File: src/hdl/rlkq_pkg.sv
// ----------------------------------------------------------------------------
// rlkq_pkg
// shared widths, window table, key codes and result type for the ladder key
// qualifier
// ----------------------------------------------------------------------------
package rlkq_pkg;

  localparam int SAMPLE_W      = 12;
  localparam int TIME_W        = 32;
  localparam int KEY_W         = 3;
  localparam int CNT_W         = 3;
  localparam int HOLD_W        = 16;
  localparam int LIGHT_W       = 5;
  localparam int CFG_DATA_W    = 32;
  localparam int CFG_ADDR_W    = 3;

  localparam int TABLE_WINDOWS   = 6;
  localparam int NUM_WINDOWS_DEF = 6;

  localparam logic [KEY_W-1:0] KEY_RELEASED   = 3'd0;
  localparam logic [KEY_W-1:0] KEY_FIRST      = 3'd1;
  localparam logic [KEY_W-1:0] KEY_LAST_LIGHT = 3'd5;
  localparam logic [KEY_W-1:0] KEY_SYSTEM     = 3'd6;

  localparam logic [CNT_W-1:0]  CONFIRM_RST = 3'd4;
  localparam logic [HOLD_W-1:0] HOLD_RST    = 16'd3000;

  localparam logic REG_CONFIRM = 1'b0;
  localparam logic REG_HOLD    = 1'b1;

  localparam logic [SAMPLE_W-1:0] WIN_LOW [TABLE_WINDOWS] =
    '{12'd160, 12'd640, 12'd1220, 12'd1870, 12'd2440, 12'd2960};
  localparam logic [SAMPLE_W-1:0] WIN_HIGH [TABLE_WINDOWS] =
    '{12'd380, 12'd850, 12'd1470, 12'd2120, 12'd2790, 12'd3260};

  typedef struct packed {
    logic [KEY_W-1:0]   key_state;
    logic               press_valid;
    logic [KEY_W-1:0]   press_key;
    logic               release_valid;
    logic [KEY_W-1:0]   release_key;
    logic               join_req;
    logic               wipe_req;
    logic [LIGHT_W-1:0] light_mask;
  } result_t;

endpackage

File: src/hdl/resistor_ladder_key_qualifier.sv
// ----------------------------------------------------------------------------
// resistor_ladder_key_qualifier
// ladder keypad debounce with press/release events, system key hold timing
// and per-key light mask
// registered path: input register, then result register, from input beat to result beat
// throughput: one poll per cycle while out_stall is low, set by the single-pass update of the key state
// reset: synchronous active-low; clears key state, hold timer and light mask,
//   loads confirm_polls 4 and hold_ms 3000, empties both beat registers
// ----------------------------------------------------------------------------
module resistor_ladder_key_qualifier
  import rlkq_pkg::*;
#(
  parameter int NUM_WINDOWS = NUM_WINDOWS_DEF
) (
  input  logic                  clk,
  input  logic                  rst_n,

  input  logic                  cfg_psel,
  input  logic                  cfg_penable,
  input  logic                  cfg_pwrite,
  input  logic [CFG_ADDR_W-1:0] cfg_paddr,
  input  logic [CFG_DATA_W-1:0] cfg_pwdata,
  output logic [CFG_DATA_W-1:0] cfg_prdata,
  output logic                  cfg_pready,

  input  logic                  in_valid,
  output logic                  in_stall,
  input  logic [SAMPLE_W-1:0]   in_adc_sample,
  input  logic [TIME_W-1:0]     in_now_ms,
  input  logic                  in_link_ready,

  output logic                  out_valid,
  input  logic                  out_stall,
  output logic [KEY_W-1:0]      out_key_state,
  output logic                  out_press_valid,
  output logic [KEY_W-1:0]      out_press_key,
  output logic                  out_release_valid,
  output logic [KEY_W-1:0]      out_release_key,
  output logic                  out_join_req,
  output logic                  out_wipe_req,
  output logic [LIGHT_W-1:0]    out_light_mask
);

  logic [CNT_W-1:0]    confirm_polls_r;
  logic [HOLD_W-1:0]   hold_ms_r;

  logic                in_valid_r;
  logic [SAMPLE_W-1:0] sample_r;
  logic [TIME_W-1:0]   now_r;
  logic                link_r;

  logic                out_valid_r;
  result_t             res_r;
  result_t             res_nxt;

  logic                cfg_wr;
  logic                advance;
  logic                in_accept;
  logic [KEY_W-1:0]    raw_key;

  // configuration registers
  assign cfg_pready = 1'b1;
  assign cfg_wr     = cfg_psel && cfg_penable && cfg_pwrite && cfg_pready;

  always_ff @(posedge clk) begin
    if (!rst_n) begin
      confirm_polls_r <= CONFIRM_RST;
      hold_ms_r       <= HOLD_RST;
    end else if (cfg_wr) begin
      unique case (cfg_paddr[2])
        REG_CONFIRM: confirm_polls_r <= cfg_pwdata[CNT_W-1:0];
        REG_HOLD:    hold_ms_r       <= cfg_pwdata[HOLD_W-1:0];
        default:     ;
      endcase
    end
  end

  always_comb begin
    unique case (cfg_paddr[2])
      REG_CONFIRM: cfg_prdata = CFG_DATA_W'(confirm_polls_r);
      REG_HOLD:    cfg_prdata = CFG_DATA_W'(hold_ms_r);
      default:     cfg_prdata = '0;
    endcase
  end

  // beat handshake
  assign advance   = !out_valid_r || !out_stall;
  assign in_stall  = in_valid_r && !advance;
  assign in_accept = in_valid && !in_stall;

  always_ff @(posedge clk) begin
    if (!rst_n) begin
      in_valid_r <= 1'b0;
    end else if (in_accept) begin
      in_valid_r <= 1'b1;
    end else if (advance) begin
      in_valid_r <= 1'b0;
    end
  end

  always_ff @(posedge clk) begin
    if (in_accept) begin
      sample_r <= in_adc_sample;
      now_r    <= in_now_ms;
      link_r   <= in_link_ready;
    end
  end

  rlkq_classify #(
    .NUM_WINDOWS(NUM_WINDOWS)
  ) u_classify (
    .sample  (sample_r),
    .raw_key (raw_key)
  );

  rlkq_track u_track (
    .clk           (clk),
    .rst_n         (rst_n),
    .step          (in_valid_r && advance),
    .raw_key       (raw_key),
    .now_ms        (now_r),
    .link_ready    (link_r),
    .confirm_polls (confirm_polls_r),
    .hold_ms       (hold_ms_r),
    .result        (res_nxt)
  );

  always_ff @(posedge clk) begin
    if (!rst_n) begin
      out_valid_r <= 1'b0;
    end else if (advance) begin
      out_valid_r <= in_valid_r;
    end
  end

  always_ff @(posedge clk) begin
    if (advance && in_valid_r) begin
      res_r <= res_nxt;
    end
  end

  assign out_valid         = out_valid_r;
  assign out_key_state     = res_r.key_state;
  assign out_press_valid   = res_r.press_valid;
  assign out_press_key     = res_r.press_key;
  assign out_release_valid = res_r.release_valid;
  assign out_release_key   = res_r.release_key;
  assign out_join_req      = res_r.join_req;
  assign out_wipe_req      = res_r.wipe_req;
  assign out_light_mask    = res_r.light_mask;

  // result consistency
  a_fr_on_system: assert property (@(posedge clk) disable iff (!rst_n)
    out_valid_r && res_r.wipe_req |-> res_r.key_state == KEY_SYSTEM)
    else $error("wipe request without system key");

  a_pj_on_release: assert property (@(posedge clk) disable iff (!rst_n)
    out_valid_r && res_r.join_req |-> res_r.key_state == KEY_RELEASED)
    else $error("join request while a key is held");

  a_press_key: assert property (@(posedge clk) disable iff (!rst_n)
    out_valid_r && res_r.press_valid |->
      (res_r.key_state == res_r.press_key + KEY_FIRST) && !res_r.release_valid)
    else $error("press event does not match key state");

  a_stall_full: assert property (@(posedge clk) disable iff (!rst_n)
    in_stall |-> in_valid_r && out_valid_r)
    else $error("input stalled with room in the pipeline");

endmodule

File: src/hdl/rlkq_classify.sv
// ----------------------------------------------------------------------------
// rlkq_classify
// sorts a ladder sample into the first matching voltage window, 0 if none
// ----------------------------------------------------------------------------
module rlkq_classify
  import rlkq_pkg::*;
#(
  parameter int NUM_WINDOWS = NUM_WINDOWS_DEF
) (
  input  logic [SAMPLE_W-1:0] sample,
  output logic [KEY_W-1:0]    raw_key
);

  localparam int EFF_WINDOWS = (NUM_WINDOWS > TABLE_WINDOWS) ? TABLE_WINDOWS : NUM_WINDOWS;

  // lowest matching window wins
  always_comb begin
    raw_key = KEY_RELEASED;
    for (int i = EFF_WINDOWS - 1; i >= 0; i--) begin
      if (sample >= WIN_LOW[i] && sample <= WIN_HIGH[i]) begin
        raw_key = KEY_W'(i + 1);
      end
    end
  end

endmodule

File: src/hdl/rlkq_track.sv
// ----------------------------------------------------------------------------
// rlkq_track
// debounce state, press/release events, system key hold timing and light mask
// ----------------------------------------------------------------------------
module rlkq_track
  import rlkq_pkg::*;
(
  input  logic                clk,
  input  logic                rst_n,
  input  logic                step,
  input  logic [KEY_W-1:0]    raw_key,
  input  logic [TIME_W-1:0]   now_ms,
  input  logic                link_ready,
  input  logic [CNT_W-1:0]    confirm_polls,
  input  logic [HOLD_W-1:0]   hold_ms,
  output result_t             result
);

  logic [KEY_W-1:0]   cand_key_r;
  logic [CNT_W-1:0]   cand_run_r, cand_run_nxt;
  logic [KEY_W-1:0]   conf_key_r, conf_key_nxt;
  logic               sys_held_r, sys_held_nxt;
  logic [TIME_W-1:0]  hold_start_r, hold_start_nxt;
  logic [LIGHT_W-1:0] light_r, light_nxt;

  logic               confirm;
  logic               press;
  logic               release_ev;
  logic               sys_up;
  logic               sys_active;
  logic               elapsed_ge;
  logic [TIME_W-1:0]  elapsed;
  logic [KEY_W-1:0]   press_idx;
  logic [KEY_W-1:0]   release_idx;

  always_comb begin
    if (raw_key == cand_key_r) begin
      cand_run_nxt = (cand_run_r < confirm_polls) ? cand_run_r + CNT_W'(1) : cand_run_r;
    end else begin
      cand_run_nxt = CNT_W'(1);
    end

    confirm      = (cand_run_nxt >= confirm_polls) && (raw_key != conf_key_r);
    conf_key_nxt = confirm ? raw_key : conf_key_r;

    press      = confirm && (conf_key_r == KEY_RELEASED) &&
                 (raw_key >= KEY_FIRST) && (raw_key <= KEY_LAST_LIGHT);
    release_ev = confirm && (conf_key_r >= KEY_FIRST) && (conf_key_r <= KEY_LAST_LIGHT);
    press_idx   = raw_key - KEY_FIRST;
    release_idx = conf_key_r - KEY_FIRST;

    elapsed    = now_ms - hold_start_r;
    elapsed_ge = elapsed >= TIME_W'(hold_ms);

    // hold check on any poll that ends on the system key
    sys_active     = (conf_key_nxt == KEY_SYSTEM);
    sys_up         = confirm && (conf_key_r == KEY_SYSTEM) && (raw_key == KEY_RELEASED);
    hold_start_nxt = (sys_active && !sys_held_r) ? now_ms : hold_start_r;
    if (sys_active) begin
      sys_held_nxt = 1'b1;
    end else if (sys_up) begin
      sys_held_nxt = 1'b0;
    end else begin
      sys_held_nxt = sys_held_r;
    end

    light_nxt = light_r;
    if (link_ready && press) begin
      light_nxt = light_nxt | (LIGHT_W'(1) << press_idx);
    end
    if (link_ready && release_ev) begin
      light_nxt = light_nxt & ~(LIGHT_W'(1) << release_idx);
    end

    result.key_state     = conf_key_nxt;
    result.press_valid   = press;
    result.press_key     = press ? press_idx : KEY_RELEASED;
    result.release_valid = release_ev;
    result.release_key   = release_ev ? release_idx : KEY_RELEASED;
    result.join_req      = sys_up && sys_held_r && !elapsed_ge;
    // only an entry from released checks the fresh hold twice
    result.wipe_req      = sys_active &&
                           (sys_held_r ? elapsed_ge :
                            ((hold_ms == '0) && (conf_key_r == KEY_RELEASED)));
    result.light_mask    = light_nxt;
  end

  always_ff @(posedge clk) begin
    if (!rst_n) begin
      cand_key_r   <= KEY_RELEASED;
      cand_run_r   <= '0;
      conf_key_r   <= KEY_RELEASED;
      sys_held_r   <= 1'b0;
      hold_start_r <= '0;
      light_r      <= '0;
    end else if (step) begin
      cand_key_r   <= raw_key;
      cand_run_r   <= cand_run_nxt;
      conf_key_r   <= conf_key_nxt;
      sys_held_r   <= sys_held_nxt;
      hold_start_r <= hold_start_nxt;
      light_r      <= light_nxt;
    end
  end

endmodule
File: config.mk
export PLATFORM = sky130hd
export DESIGN_NAME = resistor_ladder_key_qualifier
export DESIGN_NICKNAME = d
export VERILOG_FILES = /design/src/hdl/rlkq_pkg.sv /design/src/hdl/resistor_ladder_key_qualifier.sv /design/src/hdl/rlkq_classify.sv /design/src/hdl/rlkq_track.sv
export SDC_FILE = /design/constraint.sdc
export NUM_CORES = 1
export LEC_CHECK = 0
export ABC_AREA = 1
export BUFFER_PORTS_ARGS = -buffer_cell sky130_fd_sc_hd__buf_4
export CAP_MARGIN = 10
export CORE_ASPECT_RATIO = 2
export CORE_MARGIN = 2
export CORE_UTILIZATION = 45
export DETAILED_ROUTE_END_ITERATION = 16
export MAX_ROUTING_LAYER = met4
export PLACE_DENSITY_LB_ADDON = 0.12
export SKIP_CTS_REPAIR_TIMING = 1
export SYNTH_ARGS = -nofsm -noshare
export SYNTH_HDL_FRONTEND = slang
export SYNTH_SLANG_ARGS = --single-unit
export TNS_END_PERCENT = 1
File: constraint.sdc
create_clock -name clk -period 5.1 [get_ports clk]
set_input_delay 0.51 -clock clk [delete_from_list [all_inputs] [get_ports clk]]
set_output_delay 0.51 -clock clk [all_outputs]
set_load 0.01 [all_outputs]
* After elaboration in Yosys (flattened, before gate mapping)
Index checks and enable logic that the tools add are counted.
** Word-level totals
- Register bits :: 131
- Input bits :: 87
- Word-level logic and storage cells :: 113
** Cells by class
- $add $sub $neg :: 4
- Order comparisons :: 19
- Eq/ne operators :: 4
- Shift-type cells :: 2
- Mux-type cells :: 17
- Bitwise gates (word level) :: 4
- Reduce and logical (&&, ||, !) cells :: 42
** Operators by type and width (count)
- 32-bit case mux with 2 select lines :: 1
- 12-bit less-or-equal comparator (second input constant) :: 3
- 32-bit by 16-bit greater-or-equal comparator with 1-bit output :: 1
- 32-bit subtractor :: 1
- 3-bit 2-to-1 mux :: 9
- 1-bit logical AND :: 26
- 12-bit by 11-bit greater-or-equal comparator with 1-bit output (second input constant) :: 2
- 12-bit greater-or-equal comparator (second input constant) :: 2
- 16-bit logical NOT :: 1
- 12-bit by 10-bit greater-or-equal comparator with 1-bit output (second input constant) :: 1
- 12-bit by 8-bit greater-or-equal comparator with 1-bit output (second input constant) :: 1
- 12-bit by 10-bit less-or-equal comparator with 1-bit output (second input constant) :: 1
- 12-bit by 11-bit less-or-equal comparator with 1-bit output (second input constant) :: 1
- 12-bit by 9-bit less-or-equal comparator with 1-bit output (second input constant) :: 1
- 5-bit 2-to-1 mux :: 2
- 1-bit by 3-bit left shift with 5-bit output (first input constant) :: 2
- 2-bit AND reduction :: 4
- 3-bit == test (second input constant) :: 2
- 3-bit by 1-bit greater-or-equal comparator with 1-bit output (second input constant) :: 2
- 3-bit less-or-equal comparator (second input constant) :: 2
- 1-bit logical NOT :: 6
- 3-bit logical NOT :: 2
- 3-bit by 1-bit subtractor with 3-bit output (second input constant) :: 2
- 5-bit AND :: 1
- 11 further kinds :: 16

* Longest topological paths before layout
- Word-level depth :: 19
- Depth in mapped cells :: 27
- Depth with buffers taken out :: 26

* Cells and area by module
A second synthesis with hierarchy kept.
** Second synthesis, totals
- Cells, all modules :: 1296
- Area total of the unflattened synthesis :: 8908.5 µm²
** Modules (own cells, without submodules)
- rlkq_track :: times used 1, cells an instance 942, area an instance 5381.4 µm², seq. area each 940.9 µm²
- resistor_ladder_key_qualifier :: times used 1, cells an instance 241, area an instance 3035.4 µm², seq. area each 2312.2 µm²
- rlkq_classify :: times used 1, cells an instance 113, area an instance 491.7 µm², seq. area each 0.0 µm²

* Least setup slack after synthesis
OpenSTA, ideal clock, no wires.
- Kind :: register -> register
- From :: register sample_r[6]
- To :: register u_track.hold_start_r[10]
- Setup time :: 0.118 ns
- Data arrival time :: 3.334 ns
- Slack :: 1.648 ns
- Stages on the path, launching flop included :: 27
- Path buffers :: 1
- Clock period less this slack :: 3.452 ns
- Cell sequence :: edfxtp_1 > inv_2 > nand2_1 > nor2_1 > nand2_1 > nand2_1 > nand2_1 > o211ai_2 > nor2b_4 > nand2_4 > inv_1 > nand2_1 > a21oi_1 > nand2_1 > a21oi_1 > ha_1 > nand3_1 > nand3_1 > inv_1 > nor2_2 > a21oi_4 > nand2_2 > nor2_4 > nand2_4 > buf_6 > o21ai_1 > a21oi_2
** RTL lines
- from (decl) :: RTL line resistor_ladder_key_qualifier.sv:48 : logic [SAMPLE_W-1:0] sample_r;
- from (signal assigned) :: RTL line resistor_ladder_key_qualifier.sv:103 : sample_r <= in_adc_sample;
- to (signal assigned) :: RTL line rlkq_track.sv:101 : hold_start_r <= hold_start_nxt;
- to (decl) :: RTL line rlkq_track.sv:23 : logic [TIME_W-1:0] hold_start_r, hold_start_nxt;

==> PnR_summary.wiki <==
{| class="wikitable"
! Metric !! Value
|-
| DP HPWL || between 15,000 and 20,000 microns
|-
| CTS root buffer || clkbuf_16
|-
| Critical Path Start Type || flip-flop
|-
| Minimum clock period || 4.46 ns
|-
| Routed WL || 24,400 microns
|-
| All-layer global routing usage || 25.6%
|-
| Setup TNS || 0 ns
|-
| Final clock period utilization by the worst path || between 80% and 90%
|-
| Hold Path Class || primary input to flip-flop
|-
| Overflow after GRT || 0
|-
| Count of pins over their slew limit || 0
|-
| Data required time of the worst path || 5.43 ns
|-
| DIE HEIGHT || approximately 200 microns
|-
| Global-route wire length before repair || 38,500 microns
|-
| Part of the Yosys area used for sequential elements || 37.3%
|-
| Placeable Area || 19,200 sq um
|-
| Ratio of total power to cell area || 278 nW/um^2
|-
| Actual transition at the worst max-transition pin || 1.07 ns
|-
| Number of detailed-routing iterations run before antenna repair || 5
|-
| Latest clock arrival within the worst-skew pair || about 0.45 ns
|-
| Series of cell instances along the critical path || nand2_1 > nor2_1 > nand3_1 > nand3b_1 > nand2_1 > nor2b_4 > nand2_4 > inv_1 > nand2_1 > a21oi_1 > nand2_1 > a21oi_1 > ha_1 > nand3b_1 > nand3_1 > inv_1 > nor2_2 > a21oi_4 > nand2_2 > nor2_4 > nand2_4 > buf_4 > o21ai_0 > a21oi_1
|-
| Antenna-violating nets left || 0
|-
| Initial core utilization || a little under half
|-
| Routed length per instance || approximately 16 microns
|-
| Pin count of the biggest net entering global routing || 51
|-
| Vias after detailed routing || 7,791
|-
| Overall die width || 102 microns
|-
| Via-to-Cell Ratio || 5.11
|-
| Number of port buffers || between 100 and 150
|-
| Worst setup path class || flip-flop to flip-flop
|-
| R2r startpoint || sample_r[5]$_DFFE_PP_
|-
| RSZ-0062 raised after global routing || no
|-
| Setup-failing EPs final || 0
|-
| Post-route DRC violation count || 0
|-
| Clock transition time at the flip-flop clock pins of the worst setup and hold paths || about 0.060 ns
|-
| Distinct cell type count of the synthesized netlist || between 40 and 50
|-
| CTS Buffer Depth || 2
|-
| Clock tree from TritonCTS || yes
|-
| Min setup slack post-route || 0.637 ns
|-
| Synth warn || 0
|-
| Vias in the first global route || 7,726
|-
| Antenna diodes || 0
|-
| Inserted Clock Buffers || 17
|-
| Number of antenna violations at the first check in global routing || 0
|-
| Cell area after synthesis || 8730 sq um
|-
| P&R area growth vs syn || 16.8%
|-
| Highest clock frequency the design can meet || 224 MHz
|-
| Startpoint of the lowest-slack hold path || in_adc_sample[8]
|-
| Slew margin rel. || 28.5%
|-
| Max Cap Violations || 0
|-
| Iteration-0 DRC count of the detailed router || 236
|-
| Fraction of the core area covered by cells at the end of the flow || 53.2%
|-
| Number of clock sinks || 131
|-
| Final weighted congestion in routability-driven placement || 0.958
|-
| Gate count after technology mapping || 1,149
|-
| Status || complete, no violations
|-
| Ys async rst share || 0%
|-
| Row count || 72
|-
| Post-Route Skew || 0.0108 ns
|-
| CTS H-tree lvls || 4
|-
| Critical path's slowest cell || edfxtp_1
|-
| Worst vdd ir || 0.322 mV
|-
| Worst-path fanout max || 22
|-
| Critical path's most frequent cell || nand2_1
|-
| Pre-CTS setup slack || 0.674 ns
|-
| Endpoint class of the critical path || flip-flop
|-
| CP peak stage delay || roughly 0.55 ns
|-
| Die footprint || 20,600 sq um
|-
| Post-synth EDFFs || 63
|-
| Start point of the critical path || sample_r[5]$_DFFE_PP_
|-
| Number of endpoints with negative hold slack in the final report || 0
|-
| Average footprint of a synthesized cell || 7.60 sq um
|-
| Number of I/O pins || 140
|-
| Post-layout net count || 1,405
|-
| Leading register cell type out of synthesis || dfxtp_1
|-
| Proportion of layout cells with a drive suffix above 1 || 16.1%
|-
| Leakage power || roughly 4.7 nW
|-
| Data arrival time at the worst-slack endpoint || 4.79 ns
|-
| Number of register bits inferred by synthesis || 131
|}
## layer usage
metal / GRT usage [%] / share of wire, % / up-vias
met3: 5.01 / 3.0 / 59
li1: - / - / 3962
met2: 48.7 / 58 / 159
met1: 22.3 / 34 / 3611
met5: - / 0 / -
met4: 13.6 / 4.9 / 0
## where the power goes
part	total, mW	switching (mW)	internal [mW]	leakage [nW]
Sequential	1.19	0.0345	1.15	1.17
Clock	1.10	0.458	0.643	0.263
Combinational	0.545	0.343	0.202	3.28
Total	2.83	0.835	2.00	4.71
## state kept, by name (all words and copies together), names as in the netlist
| signal | cells |
|---|---|
| now_r | 32 |
| u_track.hold_start_r | 32 |
| hold_ms_r | 16 |
| sample_r | 12 |
| out_light_mask | 5 |
| u_track.light_r | 5 |
| confirm_polls_r | 3 |
| out_key_state | 3 |
| out_press_key | 3 |
| out_release_key | 3 |
| u_track.cand_key_r | 3 |
| u_track.cand_run_r | 3 |
| u_track.conf_key_r | 3 |
| in_valid_r | 1 |
| link_r | 1 |
| out_join_req | 1 |
| out_press_valid | 1 |
| out_release_valid | 1 |
| out_valid | 1 |
| out_wipe_req | 1 |
| u_track.sys_held_r | 1 |
## per-stage QoR
step                hold slack (ns)  area, sq um  power (mW)  std cells
global route                  0.219        10200        2.98       1526
detailed placement            0.454         9680        1.76       1494
finish                        0.238        10200        2.83       1526
CTS                           0.216        10200        2.86       1526
floorplan                     0.433         8790        1.58       1164
global placement              0.448         9680        1.75       1494
## cells in the final DEF (no fill, tap or decap), drive strengths merged, types with 7 or more instances in the layout
cell type | synthesis | routed
a21oi | 113 | 113
buf | 27 | 111
clkbuf | 13 | 22
clkinv | 1 | 8
conb | 2 | 17
dfxtp | 68 | 68
edfxtp | 63 | 63
ha | 63 | 63
inv | 200 | 202
nand2 | 227 | 227
nand3 | 61 | 61
nand4 | 26 | 26
nor2 | 100 | 100
nor3 | 12 | 12
nor4 | 7 | 7
o21ai | 109 | 109
xor2 | 18 | 18
## cells in the mapped netlist, types with 7 or more instances
library cell / count / area share (%)
nor3_1: 10 / 0.57
o21ai_0: 74 / 4.2
inv_1: 195 / 8.4
ha_1: 63 / 9.0
edfxtp_1: 63 / 22
a21oi_2: 28 / 2.8
nand3_1: 61 / 3.5
buf_4: 19 / 1.6
dfxtp_1: 68 / 16
nand4_1: 26 / 1.9
nand2_2: 7 / 0.50
a21oi_1: 83 / 4.8
buf_6: 8 / 1.0
nor2_1: 92 / 4.0
xor2_1: 18 / 1.8
nor4_1: 7 / 0.50
nand2_1: 216 / 9.3
o21ai_1: 31 / 1.8
clkbuf_1: 13 / 0.56
## worst paths after layout
check	to	slack, ns	cells after the start
max	u_track.hold_start_r[1]$_SDFFE_PN0P_	0.64	24
min	sample_r[8]$_DFFE_PP_	0.24	1
max reg2reg	u_track.hold_start_r[1]$_SDFFE_PN0P_	0.64	24
min reg2reg	u_track.hold_start_r[2]$_SDFFE_PN0P_	0.46	2
## critical path, delay by kind of cell, from the launching register on
kind            cells  cell delay [ns]
simple gates       15             2.05
compound gates      5             0.75
flops               1             0.55
buf+inv             3             0.67
fa+ha+maj           1             0.28
## logic make-up after synthesis
family | synth area share (%)
buffers and inverters | 11.9
AO/OA/AOI/OAI | 16.7
AND/OR/NAND/NOR | 22.5
adder cells (fa/ha/maj) | 9.26
other | 0.0860
XOR/XNOR | 2.31
flip-flops | 37.3
## cell type report
class,instances,area [sq um]
Sequential cell,131,3250
Tap cell,259,324
Clock buffer,22,465
Timing Repair Buffer,111,846
Multi-Input combinational cell,792,4500
Fill cell,1899,8990
Inverter,201,757
Clock inverter,10,58.8
Power figures use the tool's default switching activity.
